`src/hdl/cjkb_pkg.sv`:
```
// Shared constants and types of the UTF-8 CJK bigram tokenizer.
// No dependencies; every other file of the block but cjkb_ram imports this package.
package cjkb_pkg;

	// Longest CJK run that is buffered before it is flushed early.
	localparam int MAX_RUN = 16;
	// Entries of the run memory and the matching address width.
	localparam int RUN_DEPTH = 16;
	localparam int RUN_AW = $clog2(RUN_DEPTH);
	// Counter width that can hold a full run length.
	localparam int CNT_W = $clog2(MAX_RUN + 1);

	// Payload widths.
	localparam int CODE_W = 16;
	localparam int ASCII_W = 7;
	localparam int BYTE_W = 8;

	// Input command codes.
	localparam logic CMD_TEXT = 1'b0;
	localparam logic CMD_END = 1'b1;

	// Work handed from the byte decoder to the result sequencer for one item:
	// first the buffered run is flushed, then up to two ASCII results follow.
	typedef struct packed {
		logic start;
		logic [CNT_W-1:0] run_n;
		logic [1:0] d_cnt;
		logic [1:0][ASCII_W-1:0] d_char;
		logic [1:0] d_end;
	} job_t;

	// Write port of the run memory.
	typedef struct packed {
		logic en;
		logic [RUN_AW-1:0] addr;
		logic [CODE_W-1:0] data;
	} run_wr_t;

endpackage

```
`src/hdl/cjkb_ifs.sv`:
```
// Valid/ready channel interfaces of the tokenizer: text input and token output.
// Depends on cjkb_pkg for the payload widths.
interface cjkb_text_if;
	import cjkb_pkg::*;

	logic valid;
	logic ready;
	logic command;
	logic [BYTE_W-1:0] text_byte;

	modport source (output valid, output command, output text_byte, input ready);
	modport sink (input valid, input command, input text_byte, output ready);
endinterface

interface cjkb_token_if;
	import cjkb_pkg::*;

	logic valid;
	logic ready;
	logic [CODE_W-1:0] char_code;
	logic token_end;
	logic last;

	modport source (output valid, output char_code, output token_end, output last,
		input ready);
	modport sink (input valid, input char_code, input token_end, input last,
		output ready);
endinterface

```
`src/hdl/cjkb_ram.sv`:
```
// Generic single-port-write, single-port-read RAM with a registered read.
// No dependencies.
module cjkb_ram #(
	parameter int Width = 16,
	parameter int Depth = 16
) (
	input logic clk,
	input logic we,
	input logic [$clog2(Depth)-1:0] waddr,
	input logic [Width-1:0] wdata,
	input logic [$clog2(Depth)-1:0] raddr,
	output logic [Width-1:0] rdata
);

	logic [Width-1:0] mem_q [Depth];

	// Write and registered read share the clock.
	always_ff @(posedge clk) begin
		if (we) begin
			mem_q[waddr] <= wdata;
		end
		rdata <= mem_q[raddr];
	end

endmodule

```
`src/hdl/cjkb_decode.sv`:
```
// Byte decoder of the tokenizer: UTF-8 sequence state, held ASCII character,
// run count and run memory writes. Depends on cjkb_pkg and cjkb_ifs.
module cjkb_decode (
	input logic clk,
	input logic arst_n,
	cjkb_text_if.sink text_ch,
	input logic take_ok,
	output cjkb_pkg::job_t job,
	output cjkb_pkg::run_wr_t run_wr
);
	import cjkb_pkg::*;

	// CJK code point ranges.
	localparam logic [20:0] CJK_A_LO = 21'h03400;
	localparam logic [20:0] CJK_A_HI = 21'h04DBF;
	localparam logic [20:0] CJK_U_LO = 21'h04E00;
	localparam logic [20:0] CJK_U_HI = 21'h09FFF;
	localparam logic [20:0] CJK_C_LO = 21'h0F900;
	localparam logic [20:0] CJK_C_HI = 21'h0FAFF;

	// Outcome of scanning one byte against the held ASCII character.
	typedef struct packed {
		logic hv;
		logic [ASCII_W-1:0] hc;
		logic put;
		logic [ASCII_W-1:0] put_char;
		logic put_end;
	} scan_t;

	function automatic logic is_tok(input logic [BYTE_W-1:0] b);
		return (b >= "0" && b <= "9") || (b >= "A" && b <= "Z") ||
			(b >= "a" && b <= "z") || b == "_" || b == "+" || b == "#";
	endfunction

	function automatic logic [ASCII_W-1:0] to_lower(input logic [BYTE_W-1:0] b);
		if (b >= "A" && b <= "Z") begin
			return b[ASCII_W-1:0] + 7'd32;
		end
		return b[ASCII_W-1:0];
	endfunction

	function automatic logic [2:0] lead_len(input logic [BYTE_W-1:0] b);
		if (b[7] == 1'b0) return 3'd1;
		if (b[7:5] == 3'b110) return 3'd2;
		if (b[7:4] == 4'b1110) return 3'd3;
		if (b[7:3] == 5'b11110) return 3'd4;
		return 3'd1;
	endfunction

	function automatic logic is_cjk(input logic [20:0] cp);
		return (cp >= CJK_A_LO && cp <= CJK_A_HI) ||
			(cp >= CJK_U_LO && cp <= CJK_U_HI) ||
			(cp >= CJK_C_LO && cp <= CJK_C_HI);
	endfunction

	// A token byte extends the held token; anything else ends it.
	function automatic scan_t scan_byte(input logic [BYTE_W-1:0] b, input logic hv,
		input logic [ASCII_W-1:0] hc);
		scan_t s;
		s.put = hv;
		s.put_char = hc;
		if (b[7] == 1'b0 && is_tok(b)) begin
			s.put_end = 1'b0;
			s.hv = 1'b1;
			s.hc = to_lower(b);
		end else begin
			s.put_end = 1'b1;
			s.hv = 1'b0;
			s.hc = '0;
		end
		return s;
	endfunction

	logic held_valid_q, held_valid_d;
	logic [ASCII_W-1:0] held_char_q, held_char_d;
	logic [2:0] seq_len_q, seq_len_d;
	logic [1:0] seq_got_q, seq_got_d;
	logic [20:0] seq_value_q, seq_value_d;
	logic [BYTE_W-1:0] seq_lead_q, seq_lead_d;
	logic seq_broken_q, seq_broken_d;
	logic [BYTE_W-1:0] seq_tail_q [3];
	logic [CNT_W-1:0] run_count_q, run_count_d;
	logic tail_we;
	logic accept;

	assign accept = text_ch.valid && take_ok;
	assign text_ch.ready = take_ok;

	// Next state, work for the sequencer and run memory write for one item.
	always_comb begin
		logic [BYTE_W-1:0] b;
		logic [2:0] got_n;
		logic [20:0] val_n;
		logic brk_n;
		logic [20:0] cp;
		logic [CNT_W-1:0] cnt_inc;
		logic skip1;
		logic [2:0] ln;
		scan_t s0;
		scan_t s1;
		scan_t sn;

		b = text_ch.text_byte;
		got_n = {1'b0, seq_got_q} + 3'd1;
		val_n = seq_value_q;
		brk_n = seq_broken_q;
		cp = '0;
		cnt_inc = run_count_q + CNT_W'(1);
		skip1 = 1'b0;
		ln = lead_len(b);
		s0 = '0;
		s1 = '0;
		sn = '0;

		held_valid_d = held_valid_q;
		held_char_d = held_char_q;
		seq_len_d = seq_len_q;
		seq_got_d = seq_got_q;
		seq_value_d = seq_value_q;
		seq_lead_d = seq_lead_q;
		seq_broken_d = seq_broken_q;
		run_count_d = run_count_q;
		tail_we = 1'b0;
		run_wr = '0;
		job = '0;
		job.start = accept;

		if (text_ch.command == CMD_END) begin
			// End of text: flush the run, rescan an unfinished sequence, reset.
			job.run_n = run_count_q;
			if (seq_len_q != 3'd0) begin
				if (seq_got_q >= 2'd1) begin
					s0 = scan_byte(seq_tail_q[0], 1'b0, '0);
					skip1 = seq_tail_q[0][7] && (lead_len(seq_tail_q[0]) == 3'd2) &&
						(seq_got_q == 2'd2);
				end
				if (seq_got_q == 2'd2 && !skip1) begin
					s1 = scan_byte(seq_tail_q[1], s0.hv, s0.hc);
				end else begin
					s1 = s0;
					s1.put = 1'b0;
				end
				if (s1.put) begin
					job.d_char[0] = s1.put_char;
					job.d_end[0] = s1.put_end;
					job.d_cnt = 2'd1;
				end
				if (s1.hv) begin
					job.d_char[job.d_cnt[0]] = s1.hc;
					job.d_end[job.d_cnt[0]] = 1'b1;
					job.d_cnt = job.d_cnt + 2'd1;
				end
			end else if (held_valid_q) begin
				job.d_char[0] = held_char_q;
				job.d_end[0] = 1'b1;
				job.d_cnt = 2'd1;
			end
			held_valid_d = 1'b0;
			held_char_d = '0;
			seq_len_d = '0;
			seq_got_d = '0;
			seq_value_d = '0;
			seq_lead_d = '0;
			seq_broken_d = 1'b0;
			run_count_d = '0;
		end else if (seq_len_q != 3'd0) begin
			// Byte inside an open sequence: every byte counts toward its length.
			tail_we = 1'b1;
			if (b[7:6] != 2'b10) begin
				brk_n = 1'b1;
			end else begin
				val_n = {seq_value_q[14:0], b[5:0]};
			end
			if (got_n + 3'd1 >= seq_len_q) begin
				cp = brk_n ? {13'd0, seq_lead_q} : val_n;
				if (is_cjk(cp)) begin
					run_wr.en = accept;
					run_wr.addr = run_count_q[RUN_AW-1:0];
					run_wr.data = cp[CODE_W-1:0];
					if (cnt_inc >= CNT_W'(MAX_RUN)) begin
						job.run_n = cnt_inc;
						run_count_d = '0;
					end else begin
						run_count_d = cnt_inc;
					end
				end else begin
					job.run_n = run_count_q;
					run_count_d = '0;
				end
				seq_len_d = '0;
				seq_got_d = '0;
				seq_value_d = '0;
				seq_lead_d = '0;
				seq_broken_d = 1'b0;
			end else begin
				seq_got_d = got_n[1:0];
				seq_value_d = val_n;
				seq_broken_d = brk_n;
			end
		end else begin
			// Byte outside a sequence: ASCII, stray byte or lead byte.
			sn = scan_byte(b, held_valid_q, held_char_q);
			if (sn.put) begin
				job.d_char[0] = sn.put_char;
				job.d_end[0] = sn.put_end;
				job.d_cnt = 2'd1;
			end
			held_valid_d = sn.hv;
			held_char_d = sn.hc;
			if (b[7] == 1'b0 || ln == 3'd1) begin
				job.run_n = run_count_q;
				run_count_d = '0;
			end else begin
				seq_len_d = ln;
				seq_got_d = '0;
				seq_lead_d = b;
				seq_broken_d = 1'b0;
				unique case (ln)
					3'd2: seq_value_d = {16'd0, b[4:0]};
					3'd3: seq_value_d = {17'd0, b[3:0]};
					default: seq_value_d = {18'd0, b[2:0]};
				endcase
			end
		end
	end

	// Control and sequence state, updated once per accepted item.
	always_ff @(posedge clk or negedge arst_n) begin
		if (!arst_n) begin
			held_valid_q <= 1'b0;
			held_char_q <= '0;
			seq_len_q <= '0;
			seq_got_q <= '0;
			seq_value_q <= '0;
			seq_lead_q <= '0;
			seq_broken_q <= 1'b0;
			run_count_q <= '0;
		end else if (accept) begin
			held_valid_q <= held_valid_d;
			held_char_q <= held_char_d;
			seq_len_q <= seq_len_d;
			seq_got_q <= seq_got_d;
			seq_value_q <= seq_value_d;
			seq_lead_q <= seq_lead_d;
			seq_broken_q <= seq_broken_d;
			run_count_q <= run_count_d;
		end
	end

	// Trailing bytes of the open sequence, kept for the end-of-text rescan.
	always_ff @(posedge clk) begin
		if (accept && tail_we && seq_got_q != 2'd3) begin
			seq_tail_q[seq_got_q] <= text_ch.text_byte;
		end
	end

	a_seq_room: assert property (@(posedge clk) disable iff (!arst_n)
		seq_len_q != 3'd0 |-> ({1'b0, seq_got_q} + 3'd1 < seq_len_q))
		else $error("open sequence holds more bytes than its length");

	a_run_below_max: assert property (@(posedge clk) disable iff (!arst_n)
		run_count_q < CNT_W'(MAX_RUN))
		else $error("buffered run reached the flush length without a flush");

	a_held_outside_seq: assert property (@(posedge clk) disable iff (!arst_n)
		held_valid_q |-> seq_len_q == 3'd0)
		else $error("held ASCII character survived a lead byte");

endmodule

```
`src/hdl/cjkb_emit.sv`:
```
// Result sequencer of the tokenizer: steps through the run memory for the
// single and pair tokens, then the ASCII results. Depends on cjkb_pkg, cjkb_ifs.
module cjkb_emit (
	input logic clk,
	input logic arst_n,
	input cjkb_pkg::job_t job,
	output logic take_ok,
	output logic [cjkb_pkg::RUN_AW-1:0] run_raddr,
	input logic [cjkb_pkg::CODE_W-1:0] run_rdata,
	cjkb_token_if.source token_ch
);
	import cjkb_pkg::*;

	typedef enum logic [1:0] {
		PH_IDLE,
		PH_SINGLE,
		PH_PAIR,
		PH_DIRECT
	} phase_t;

	phase_t phase_q;
	logic [CNT_W-1:0] n_q;
	logic [CNT_W-1:0] k_q;
	logic half_q;
	logic [1:0] d_cnt_q;
	logic [1:0][ASCII_W-1:0] d_char_q;
	logic [1:0] d_end_q;
	logic di_q;

	logic valid_s1;
	logic from_ram_s1;
	logic [RUN_AW-1:0] addr_s1;
	logic [ASCII_W-1:0] char_s1;
	logic end_s1;
	logic last_s1;

	logic out_valid_q;
	logic [CODE_W-1:0] code_q;
	logic end_q;
	logic last_q;

	logic g_ram;
	logic [RUN_AW-1:0] g_addr;
	logic [ASCII_W-1:0] g_char;
	logic g_end;
	logic g_last;
	logic gen_fire;
	logic s1_adv;
	phase_t after_run;

	assign s1_adv = valid_s1 && (!out_valid_q || token_ch.ready);
	assign gen_fire = (phase_q != PH_IDLE) && (!valid_s1 || s1_adv);
	assign take_ok = (phase_q == PH_IDLE) && !valid_s1;
	assign after_run = (d_cnt_q != 2'd0) ? PH_DIRECT : PH_IDLE;

	// A stalled first stage keeps re-reading its own address so the data holds.
	assign run_raddr = gen_fire ? g_addr : addr_s1;

	assign token_ch.valid = out_valid_q;
	assign token_ch.char_code = code_q;
	assign token_ch.token_end = end_q;
	assign token_ch.last = last_q;

	// Describe the result the sequencer issues in this cycle.
	always_comb begin
		g_ram = 1'b0;
		g_addr = '0;
		g_char = '0;
		g_end = 1'b0;
		g_last = 1'b0;
		unique case (phase_q)
			PH_SINGLE: begin
				g_ram = 1'b1;
				g_addr = k_q[RUN_AW-1:0];
				g_end = 1'b1;
				g_last = (k_q == n_q - CNT_W'(1)) && (n_q < CNT_W'(2)) &&
					(d_cnt_q == 2'd0);
			end
			PH_PAIR: begin
				g_ram = 1'b1;
				g_addr = k_q[RUN_AW-1:0] + RUN_AW'(half_q);
				g_end = half_q;
				g_last = half_q && (k_q == n_q - CNT_W'(2)) && (d_cnt_q == 2'd0);
			end
			PH_DIRECT: begin
				g_char = d_char_q[di_q];
				g_end = d_end_q[di_q];
				g_last = ({1'b0, di_q} + 2'd1) == d_cnt_q;
			end
			default: begin
				g_ram = 1'b0;
			end
		endcase
	end

	// Sequencer state, first stage and output register.
	always_ff @(posedge clk or negedge arst_n) begin
		if (!arst_n) begin
			phase_q <= PH_IDLE;
			n_q <= '0;
			k_q <= '0;
			half_q <= 1'b0;
			d_cnt_q <= '0;
			d_char_q <= '0;
			d_end_q <= '0;
			di_q <= 1'b0;
			valid_s1 <= 1'b0;
			from_ram_s1 <= 1'b0;
			addr_s1 <= '0;
			char_s1 <= '0;
			end_s1 <= 1'b0;
			last_s1 <= 1'b0;
			out_valid_q <= 1'b0;
			code_q <= '0;
			end_q <= 1'b0;
			last_q <= 1'b0;
		end else begin
			// Load new work, or step through the current one.
			if (take_ok && job.start) begin
				n_q <= job.run_n;
				d_cnt_q <= job.d_cnt;
				d_char_q <= job.d_char;
				d_end_q <= job.d_end;
				k_q <= '0;
				half_q <= 1'b0;
				di_q <= 1'b0;
				if (job.run_n != '0) begin
					phase_q <= PH_SINGLE;
				end else if (job.d_cnt != 2'd0) begin
					phase_q <= PH_DIRECT;
				end else begin
					phase_q <= PH_IDLE;
				end
			end else if (gen_fire) begin
				unique case (phase_q)
					PH_SINGLE: begin
						if (k_q == n_q - CNT_W'(1)) begin
							k_q <= '0;
							phase_q <= (n_q >= CNT_W'(2)) ? PH_PAIR : after_run;
						end else begin
							k_q <= k_q + CNT_W'(1);
						end
					end
					PH_PAIR: begin
						if (!half_q) begin
							half_q <= 1'b1;
						end else begin
							half_q <= 1'b0;
							if (k_q == n_q - CNT_W'(2)) begin
								phase_q <= after_run;
							end else begin
								k_q <= k_q + CNT_W'(1);
							end
						end
					end
					PH_DIRECT: begin
						di_q <= 1'b1;
						if (g_last) begin
							phase_q <= PH_IDLE;
						end
					end
					default: begin
						phase_q <= PH_IDLE;
					end
				endcase
			end

			// First stage: waits for the memory read of its address.
			if (gen_fire) begin
				valid_s1 <= 1'b1;
				from_ram_s1 <= g_ram;
				addr_s1 <= g_addr;
				char_s1 <= g_char;
				end_s1 <= g_end;
				last_s1 <= g_last;
			end else if (s1_adv) begin
				valid_s1 <= 1'b0;
			end

			// Output register toward the receiver.
			if (s1_adv) begin
				out_valid_q <= 1'b1;
				code_q <= from_ram_s1 ? run_rdata : {{(CODE_W - ASCII_W){1'b0}}, char_s1};
				end_q <= end_s1;
				last_q <= last_s1;
			end else if (token_ch.ready) begin
				out_valid_q <= 1'b0;
			end
		end
	end

	a_single_in_range: assert property (@(posedge clk) disable iff (!arst_n)
		phase_q == PH_SINGLE |-> k_q < n_q)
		else $error("single-token index ran past the run length");

	a_pair_in_range: assert property (@(posedge clk) disable iff (!arst_n)
		phase_q == PH_PAIR |-> (n_q >= CNT_W'(2)) && (k_q <= n_q - CNT_W'(2)))
		else $error("pair index ran past the run length");

	a_ascii_after_run: assert property (@(posedge clk) disable iff (!arst_n)
		valid_s1 && !from_ram_s1 |-> (phase_q == PH_DIRECT || phase_q == PH_IDLE))
		else $error("ASCII result issued while the run was still flushing");

endmodule

```
`src/hdl/utf8_cjk_bigram_tokenizer.sv`:
```
// Top level of the UTF-8 CJK bigram tokenizer: byte decoder, run memory and
// result sequencer. Depends on cjkb_pkg, cjkb_ifs, cjkb_ram, cjkb_decode, cjkb_emit.
//
// Usage:
// - text_ch takes one item per handshake: a UTF-8 byte (command 0) or the end
//   of text (command 1), which flushes everything and returns to the reset state.
// - token_ch gives the token characters one per item: char_code, token_end on
//   the final character of each token, and last on the final result of an input.
// - Buffered CJK runs live in a 16-entry run memory; when a run ends, the
//   sequencer reads it back once per result for the single tokens, then the pairs.
// - The first result of an input is registered in the first stage, then in the
//   output register, before it is offered. An input that causes results holds
//   text_ch.ready low while the sequencer walks the run memory through its single
//   read port; an input with no result leaves it high. The next input may be
//   taken while the final result still waits in the output register.
// - A stalled receiver holds the output register and the sequencer; no result
//   is dropped or repeated.
// - Reset (arst_n low) clears the sequence state, the held character and the
//   run count at once; no clearing pass is needed.
module utf8_cjk_bigram_tokenizer (
	input logic clk,
	input logic arst_n,
	cjkb_text_if.sink text_ch,
	cjkb_token_if.source token_ch
);
	import cjkb_pkg::*;

	job_t job;
	run_wr_t run_wr;
	logic take_ok;
	logic [RUN_AW-1:0] run_raddr;
	logic [CODE_W-1:0] run_rdata;

	cjkb_decode u_decode (
		.clk (clk),
		.arst_n (arst_n),
		.text_ch (text_ch),
		.take_ok (take_ok),
		.job (job),
		.run_wr (run_wr)
	);

	cjkb_ram #(
		.Width (CODE_W),
		.Depth (RUN_DEPTH)
	) u_run_ram (
		.clk (clk),
		.we (run_wr.en),
		.waddr (run_wr.addr),
		.wdata (run_wr.data),
		.raddr (run_raddr),
		.rdata (run_rdata)
	);

	cjkb_emit u_emit (
		.clk (clk),
		.arst_n (arst_n),
		.job (job),
		.take_ok (take_ok),
		.run_raddr (run_raddr),
		.run_rdata (run_rdata),
		.token_ch (token_ch)
	);

endmodule

```
`src/flat_wrapper.sv`:
```
// flat-port wrapper written by rule: the top's interface ports become plain ports
module utf8_cjk_bigram_tokenizer_flat import cjkb_pkg::*;
  (clk, arst_n, text_ch_valid, text_ch_command, text_ch_text_byte, text_ch_ready, token_ch_valid, token_ch_char_code, token_ch_token_end, token_ch_last, token_ch_ready);
  cjkb_text_if text_ch_i ();
  cjkb_token_if token_ch_i ();
  input logic clk;
  input logic arst_n;
  input wire logic [$bits(text_ch_i.valid)-1:0] text_ch_valid;
  input wire logic [$bits(text_ch_i.command)-1:0] text_ch_command;
  input wire logic [$bits(text_ch_i.text_byte)-1:0] text_ch_text_byte;
  output wire logic [$bits(text_ch_i.ready)-1:0] text_ch_ready;
  output wire logic [$bits(token_ch_i.valid)-1:0] token_ch_valid;
  output wire logic [$bits(token_ch_i.char_code)-1:0] token_ch_char_code;
  output wire logic [$bits(token_ch_i.token_end)-1:0] token_ch_token_end;
  output wire logic [$bits(token_ch_i.last)-1:0] token_ch_last;
  input wire logic [$bits(token_ch_i.ready)-1:0] token_ch_ready;
  assign text_ch_i.valid = text_ch_valid;
  assign text_ch_i.command = text_ch_command;
  assign text_ch_i.text_byte = text_ch_text_byte;
  assign text_ch_ready = text_ch_i.ready;
  assign token_ch_valid = token_ch_i.valid;
  assign token_ch_char_code = token_ch_i.char_code;
  assign token_ch_token_end = token_ch_i.token_end;
  assign token_ch_last = token_ch_i.last;
  assign token_ch_i.ready = token_ch_ready;
  utf8_cjk_bigram_tokenizer u_core (.clk(clk), .arst_n(arst_n), .text_ch(text_ch_i), .token_ch(token_ch_i));
endmodule
```
`config.mk`:
```
export PLATFORM = sky130hd
export DESIGN_NAME = utf8_cjk_bigram_tokenizer_flat
export DESIGN_NICKNAME = d
export VERILOG_FILES = /design/src/hdl/cjkb_pkg.sv /design/src/hdl/cjkb_ifs.sv /design/src/hdl/cjkb_ram.sv /design/src/hdl/cjkb_decode.sv /design/src/hdl/cjkb_emit.sv /design/src/hdl/utf8_cjk_bigram_tokenizer.sv /design/src/flat_wrapper.sv
export SDC_FILE = /design/constraint.sdc
export NUM_CORES = 1
export LEC_CHECK = 0
export BUFFER_PORTS_ARGS = -buffer_cell sky130_fd_sc_hd__buf_2
export CAP_MARGIN = 5
export CORE_ASPECT_RATIO = 0.8
export CORE_UTILIZATION = 30
export DETAILED_ROUTE_END_ITERATION = 16
export SYNTH_ARGS = -nofsm -noshare
export SYNTH_HDL_FRONTEND = slang
export SYNTH_SLANG_ARGS = --single-unit
```
`constraint.sdc`:
```
create_clock -name clk -period 6.34 [get_ports clk]
set_input_delay 0.317 -clock clk [delete_from_list [all_inputs] [get_ports clk]]
set_output_delay 0.317 -clock clk [all_outputs]
set_load 0.005 [all_outputs]
```
==> results.tsv, run 1 <==
metric	value	unit
Routability Congestion	0.839	
IO buf count	32	
Sink Count	395	
post-synthesis register bit count	395	
count of final setup violators	0	
post-synth cell types	77	
largest net degree at the start of global routing	105	
Die ar.	59000	sq um
worst-path fanout max	18	
Worst-Margin Slew	1090	ps
number of DRC markers in iteration 0	997	
hpwl dp	28.1	mm
cell area power density	369	nW/um^2
setup TNS	0	ps
Placed Cells	2108	
worst r2r dst	u_core.u_run_ram.mem_q[2][11]$_DFFE_PP_	
DP Worst Slack	2020	ps
post-cts resize count	0	
RSZ-0062 raised after global routing	no	
# rows	78	
non-filler cells, final	2185	
Initial Util	30.5	%
Setup crit start kind	register	
via count of the routed design	11231	
Int Pwr	4.97	mW
CTS tree	done	
CP arrival	4560	ps
Max transition margin	27.2	%
CP dominant cell by count	ha_1	
WHS Endpoint	u_core.u_decode.seq_tail_q[0][7]$_DFFE_PP_	
gr ovfl total	0	
critical path class	register to register	
max-slew violations	0	
register area share after synthesis	64.2	%
sequential fraction of design power	43.3	%
Clk pwr share	32.2	%
largest area contributor in the netlist	edfxtp_1	
Reg2Reg Setup Slack	1960	ps
Boundary Pins	33	
clock-pin transition on the worst setup and hold timing paths	60	ps
Final Skew	26.7	ps
Placed Area	18500	sq um
Design Area, Final	19800	sq um
Routed Antenna Nets	0	
CP startpoint	u_core.u_decode.seq_got_q[0]$_DFFE_PN0P_	
Gate power share	24.5	%
synthesized area	17400	sq um
hold depth	1	
Root Buffer	clkbuf_16	
post-DR vias/cell	5.14	
Yosys warning count	0	
GRT Resource Usage Total	14.5	%
share of Yosys cell area claimed by the top area cell type	46.9	%
CTS max path bufs	3	
cell count after synthesis	1370	
TritonRoute pass-1 iters	6	
Tot Pwr	7.32	mW
clock latency at the later pin of the worst-skew pair	560	ps
min-delay worst type	primary input to register	
CP Capture Type	register	
die height	217	um
share of layout cells above drive strength 1	12.0	%
Net Switching	2.35	mW
final wirelength	43.2	mm
status	complete, no violations	
CP max stage cell	nor2_2	
most used flip-flop cell after synthesis	edfxtp_1	
Syn-to-layout area delta	14.1	%
FF-to-FF Start	u_core.u_decode.seq_got_q[0]$_DFFE_PN0P_	
initial antenna violation count	1	
Pleak	7.50	nW
first-pass GRT wire length	66.1	mm
post-layout minimum cycle time	4380	ps
DRC	0	
synth top area cells	edfxtp_1, dfrtp_1, mux2i_1, nand2_1, o21ai_0	
CTS buffer count	41	
final worst setup slack	1960	ps
Syn Nets	1412	
maxcap violations	0	
wire length per cell	19.8	um
vias in the first global route	10683	
maximum VDD drop	0.266	mV
R2R depth	9	
delay of the slowest cell on the worst path	790	ps
worst path cell trace	inv_1, ha_1, xnor2_1, ha_1, a211oi_1, nor3_1, o21ai_2, or4_1, nor2_2	
worst path required time	6510	ps
Max Clk Rate	228	MHz
min-delay src	text_ch_text_byte[7]	
die width	271	um
Nets	1434	
Hold Vio Cnt, Final	0	
sw frac	32.1	%
CTS H-tree depth	2	
Post-synth EDFFs	272	
average cell area after synthesis	12.7	sq um
fin crit share	69.1	%
core area	57000	sq um
asr flop ratio synth	27.1	%
==> metrics by stage <==
| stage | hold slack [ps] | util [%] |
|---|---|---|
| after floorplan | 21.4 | - |
| after global placement | 355 | 32.5 |
| after detailed placement | 365 | 32.5 |
| after CTS | 31.8 | 34.8 |
| after global routing | 54.7 | 34.8 |
| final | 57.9 | 34.8 |
==> cell type report <==
type                            count  area (sq um)
Antenna cell                        1          2.50
Inverter                           35           131
Clock inverter                     16           158
Fill cell                        5543         37100
Sequential cell                   395         11200
Clock buffer                       59          1150
Timing Repair Buffer               58           373
Multi-Input combinational cell    861          5910
Tap cell                          760           951
==> power by group through the flow <==
| stage | Clock (mW) | Sequential (mW) | Combinational [mW] |
|---|---|---|---|
| final | 2.36 | 3.17 | 1.79 |
| after global routing | 2.50 | 3.19 | 1.99 |
| after CTS | 2.40 | 3.16 | 1.79 |
| after floorplan | 0 | 3.08 | 1.37 |
| after global placement | 0 | 3.21 | 1.77 |
| after detailed placement | 0 | 3.22 | 1.78 |
==> cell usage in the layout (no fill, tap or decap), drive strengths merged, types with 6 or more instances in the layout <==
cell / synthesis / layout
and2: 14 / 14
nor2b: 39 / 39
inv: 34 / 35
nor3: 30 / 30
nor2: 54 / 54
a21oi: 52 / 52
a31oi: 7 / 7
mux2i: 80 / 80
a22o: 26 / 26
dfrtp: 107 / 107
o31ai: 14 / 14
a211oi: 34 / 34
a22oi: 14 / 14
clkinv: 1 / 12
nand2b: 13 / 13
ha: 29 / 29
o21ai: 80 / 80
clkbuf: 66 / 59
mux4: 16 / 16
a311oi: 32 / 32
or4: 6 / 6
buf: 13 / 57
dfxtp: 16 / 16
nand3: 11 / 11
xnor2: 11 / 11
nor4: 13 / 13
nand2: 193 / 193
edfxtp: 272 / 272
==> routing by layer <==
metal / global-route usage, % / part of all wire (%)
met5: 0 / 0.030
met2: 20.2 / 41
met1: 23.1 / 50
met4: 3.20 / 1.6
met3: 2.65 / 7.0
==> cells in the mapped netlist (26+ instances only) <==
master      n
edfxtp_1  272
nand2_1   193
dfrtp_1   107
mux2i_1    80
o21ai_0    76
clkbuf_1   66
nor2_1     54
a21oi_1    52
nor2b_1    39
a211oi_1   34
inv_1      34
a311oi_1   32
nor3_1     30
ha_1       29
a22o_1     26
==> registers in the layout, indices dropped and copies added, names as in the netlist, 2 cells and up <==
signal and cells:
u_core.u_run_ram.mem_q 256, u_core.u_decode.seq_tail_q 16, u_core.u_emit.token_ch.char_code 16, u_core.u_run_ram.rdata 16, u_core.u_decode.seq_value_q 15, u_core.u_emit.d_char_q 14, u_core.u_decode.seq_lead_q 8, u_core.u_decode.held_char_q 7
u_core.u_emit.char_s1 7, u_core.u_decode.run_count_q 5, u_core.u_emit.k_q 5, u_core.u_emit.n_q 5, u_core.u_emit.addr_s1 4, u_core.u_decode.seq_len_q 3, u_core.u_decode.seq_got_q 2, u_core.u_emit.d_cnt_q 2
u_core.u_emit.phase_q 2
==> worst max-delay path by stage <==
stage / end / cells after the start
after global routing: u_core.u_run_ram.mem_q[2][11]$_DFFE_PP_ / 9
after floorplan: u_core.u_run_ram.mem_q[1][0]$_DFFE_PP_ / 8
after detailed placement: u_core.u_run_ram.mem_q[2][9]$_DFFE_PP_ / 9
after CTS: u_core.u_run_ram.mem_q[2][11]$_DFFE_PP_ / 9
after global placement: u_core.u_run_ram.mem_q[2][4]$_DFFE_PP_ / 9
final: u_core.u_run_ram.mem_q[2][11]$_DFFE_PP_ / 9
==> cell families (layout without fill, tap and decap cells) <==
| group | after synthesis | count (layout) | synth area share, % |
|---|---|---|---|
| fa+ha+maj | 29 | 29 | 2.08 |
| flops | 395 | 395 | 64.2 |
| buf+inv | 114 | 168 | 2.54 |
| other cells | 0 | 1 | 0 |
| simple gates | 406 | 406 | 11.1 |
| compound gates | 309 | 309 | 12.2 |
| xor+xnor | 17 | 17 | 0.942 |
| mux | 100 | 100 | 6.93 |
==> critical path, delay by kind of cell, from the launching register on <==
family / cells / cell delay, ps
AO/OA/AOI/OAI: 2 / 540
XOR/XNOR: 1 / 140
adder cells (fa/ha/maj): 2 / 620
buffers and inverters: 1 / 150
flip-flops: 1 / 410
AND/OR/NAND/NOR: 3 / 2120
==> timing repair <==
item	CTS	global route
hold endpoints to repair	43	0
hold buffers	1	0
buffers inserted	0	0
endpoints found under the setup margin	0	0
Note: power is estimated with default switching activity, not from simulation.
==> inputs of run 2 (changes only) <==
==> constraint.sdc (replaced) <==
create_clock -name clk -period 3.6 [get_ports clk]
set_input_delay 0.18 -clock clk [delete_from_list [all_inputs] [get_ports clk]]
set_output_delay 0.18 -clock clk [all_outputs]
set_load 0.005 [all_outputs]
==> run 2 against run 1 <==
Against the previous run:
- cell count increased by 3.7%
- fmax is 30% higher
- register-to-register slack worse by 1700 ps
- via count increased by 3.3%
- setup slack got worse by 1700 ps
- final area grew 4.4%
- worst hold slack better by 1.2 ps
- first-iteration DRC count grew 12%
- wire length grew 0.12%
- clock power up 81%
==> results.tsv, run 2 (same netlist as run 1, synthesis figures left out) <==
metric	value	unit	change
Root Buffer	clkbuf_16		
Tot Pwr	13.3	mW	+81%
worst path required time	3850	ps	-2660 ps
max-slew violations	0		unchanged
CP arrival	3620	ps	-940 ps
Hold Vio Cnt, Final	0		unchanged
final wirelength	43.2	mm	+0.12%
TritonRoute pass-1 iters	5		-1
Routability Congestion	0.854		+1.8%
busiest grt layer	met2		
post-DR vias/cell	5.12		-0.39%
Placed Area	19300	sq um	+4.1%
CTS tree	done		
Final Skew	30.8	ps	+4.09 ps
GRT Resource Usage Total	14.6	%	+0.071 points
critical path class	register to register		
Boundary Pins	33		unchanged
CTS max path bufs	3		unchanged
# rows	78		unchanged
DP Worst Slack	69.9	ps	-1950 ps
most common cell after layout, fill and taps aside	edfxtp_1		
vias in the first global route	11290		+5.7%
status	complete, no violations		
hpwl dp	29.3	mm	+4.3%
post-CTS setup buffers	0		unchanged
first-pass GRT wire length	67.4	mm	+2.0%
largest reg by FF count	u_core.u_run_ram.mem_q		
count of final setup violators	0		unchanged
Die ar.	59000	sq um	unchanged
number of DRC markers in iteration 0	1121		+12%
number of fillers in the final layout	5485		-1.0%
gr ovfl total	0		unchanged
initial antenna violation count	2		+1
via count of the routed design	11602		+3.3%
die height	217	um	unchanged
core area	57000	sq um	unchanged
min-delay worst type	primary input to register		
DRC	0		unchanged
met1 usage	21.7	%	-1.4 points
worst-path fanout max	16		-2
flip-flop count of the largest register after layout	256		unchanged
maximum VDD drop	0.401	mV	+51%
clock latency at the later pin of the worst-skew pair	560	ps	about the same
post-layout minimum cycle time	3370	ps	-1010 ps
Pleak	7.94	nW	+5.9%
share of layout cells above drive strength 1	16.1	%	+4.1 points
Design Area, Final	20700	sq um	+4.4%
Setup crit start kind	register		
Worst-Margin Slew	787	ps	-305 ps
clock-pin transition on the worst setup and hold timing paths	60	ps	about the same
CTS H-tree depth	2		unchanged
RSZ-0062 raised after global routing	no		
Max Clk Rate	297	MHz	+30%
Nets	1514		+5.6%
final worst setup slack	229	ps	-1730 ps
Initial Util	30.5	%	unchanged
Max transition margin	47.6	%	+20 points
Routed Antenna Nets	0		unchanged
CP Capture Type	register		
Syn-to-layout area delta	19.1	%	
maxcap violations	0		unchanged
CTS buffer count	42		+2.4%
commonest cells after routing, fill and taps aside	edfxtp_1, nand2_1, dfrtp_1, buf_4, mux2i_1		
M2 GR Usage	21.9	%	+1.7 points
wire length per cell	19.1	um	-3.5%
cell area power density	640	nW/um^2	+74%
Sink Count	395		unchanged
largest net degree at the start of global routing	42		-60%
IO buf count	32		unchanged
die width	271	um	unchanged
fin crit share	93.7	%	+25 points
Ant. Diodes	0		-1
met3 Use GR	2.31	%	-0.34 points
run 2: cell types whose count changed in the layout (fill, tap and decap cells not counted), sizes merged:
cell	delta
clkinvlp	-1
dlygate4sd3	+7
clkbuf	+3
inv	+2
buf	+72
clkinv	-1
diode	-1
run 2: area by class of cell:
type | instances | area (sq um) | share of cell area (%)
multi-input combinational | 861 | 5950 | 28.7
sequential | 395 | 11200 | 53.9
tap | 760 | 951 | 4.59
clock inverter | 16 | 173 | 0.833
clock buffer | 62 | 1200 | 5.77
timing repair buffer | 137 | 1160 | 5.59
inverter | 35 | 131 | 0.634
run 2: per-layer routing:
metal | routed length, um | vias up
met5 | 27 | -
met4 | 1070 | 4
met3 | 2610 | 79
met2 | 18900 | 348
met1 | 20600 | 5794
li1 | - | 5377
run 2: worst paths after layout:
kind                       cells after the start                                      from  slack (ps)                                                to
max                                            9  u_core.u_decode.seq_broken_q$_DFFE_PN0P_         230            u_core.u_run_ram.mem_q[0][4]$_DFFE_PP_
min                                            1                      text_ch_text_byte[4]          60        u_core.u_decode.seq_tail_q[1][4]$_DFFE_PP_
max reg2reg                                    9  u_core.u_decode.seq_broken_q$_DFFE_PN0P_         230            u_core.u_run_ram.mem_q[0][4]$_DFFE_PP_
min reg2reg                                    2        u_core.u_run_ram.rdata[12]$_DFF_P_         450  u_core.u_emit.token_ch.char_code[12]$_DFFE_PN0P_
max in group asynchronous                      3                                    arst_n        2600            u_core.u_emit.d_char_q[12]$_DFFE_PN0P_
min in group asynchronous                      2                                    arst_n         100   u_core.u_emit.token_ch.char_code[8]$_DFFE_PN0P_
run 2: report_power, final:
part           leakage (nW)  internal (mW)  switching (mW)  total [mW]
Clock                 0.668           2.47            1.80        4.27
Combinational          3.15           1.42            2.03        3.45
Sequential             4.12           5.15           0.392        5.54
run 2: timing repair:
item | CTS | global route
hold endpoints to repair | 40 | 0
gates resized for setup | 0 | 1
setup endpoints to repair | 0 | 72
hold buffers | 8 | 0
run 2: through the flow:
stage	util [%]	setup TNS, ps	hold WS, ps	std cells
after floorplan	-	-47500	-116	1370
after global placement	33.8	0	139	2180
after detailed placement	33.8	0	146	2180
after CTS	36.4	0	37.2	2266
after global routing	36.4	0	61.2	2266
final	36.4	0	59.1	2266
run 2: critical path, cell delays in order, from the launching register on:
cell and delay, ps:
dfrtp_1 370, buf_4 170, or4_1 400, nor4_1 500
a32o_1 290, a21o_1 170, o21ai_2 100, or4_1 660
nor3_4 210, buf_12 180
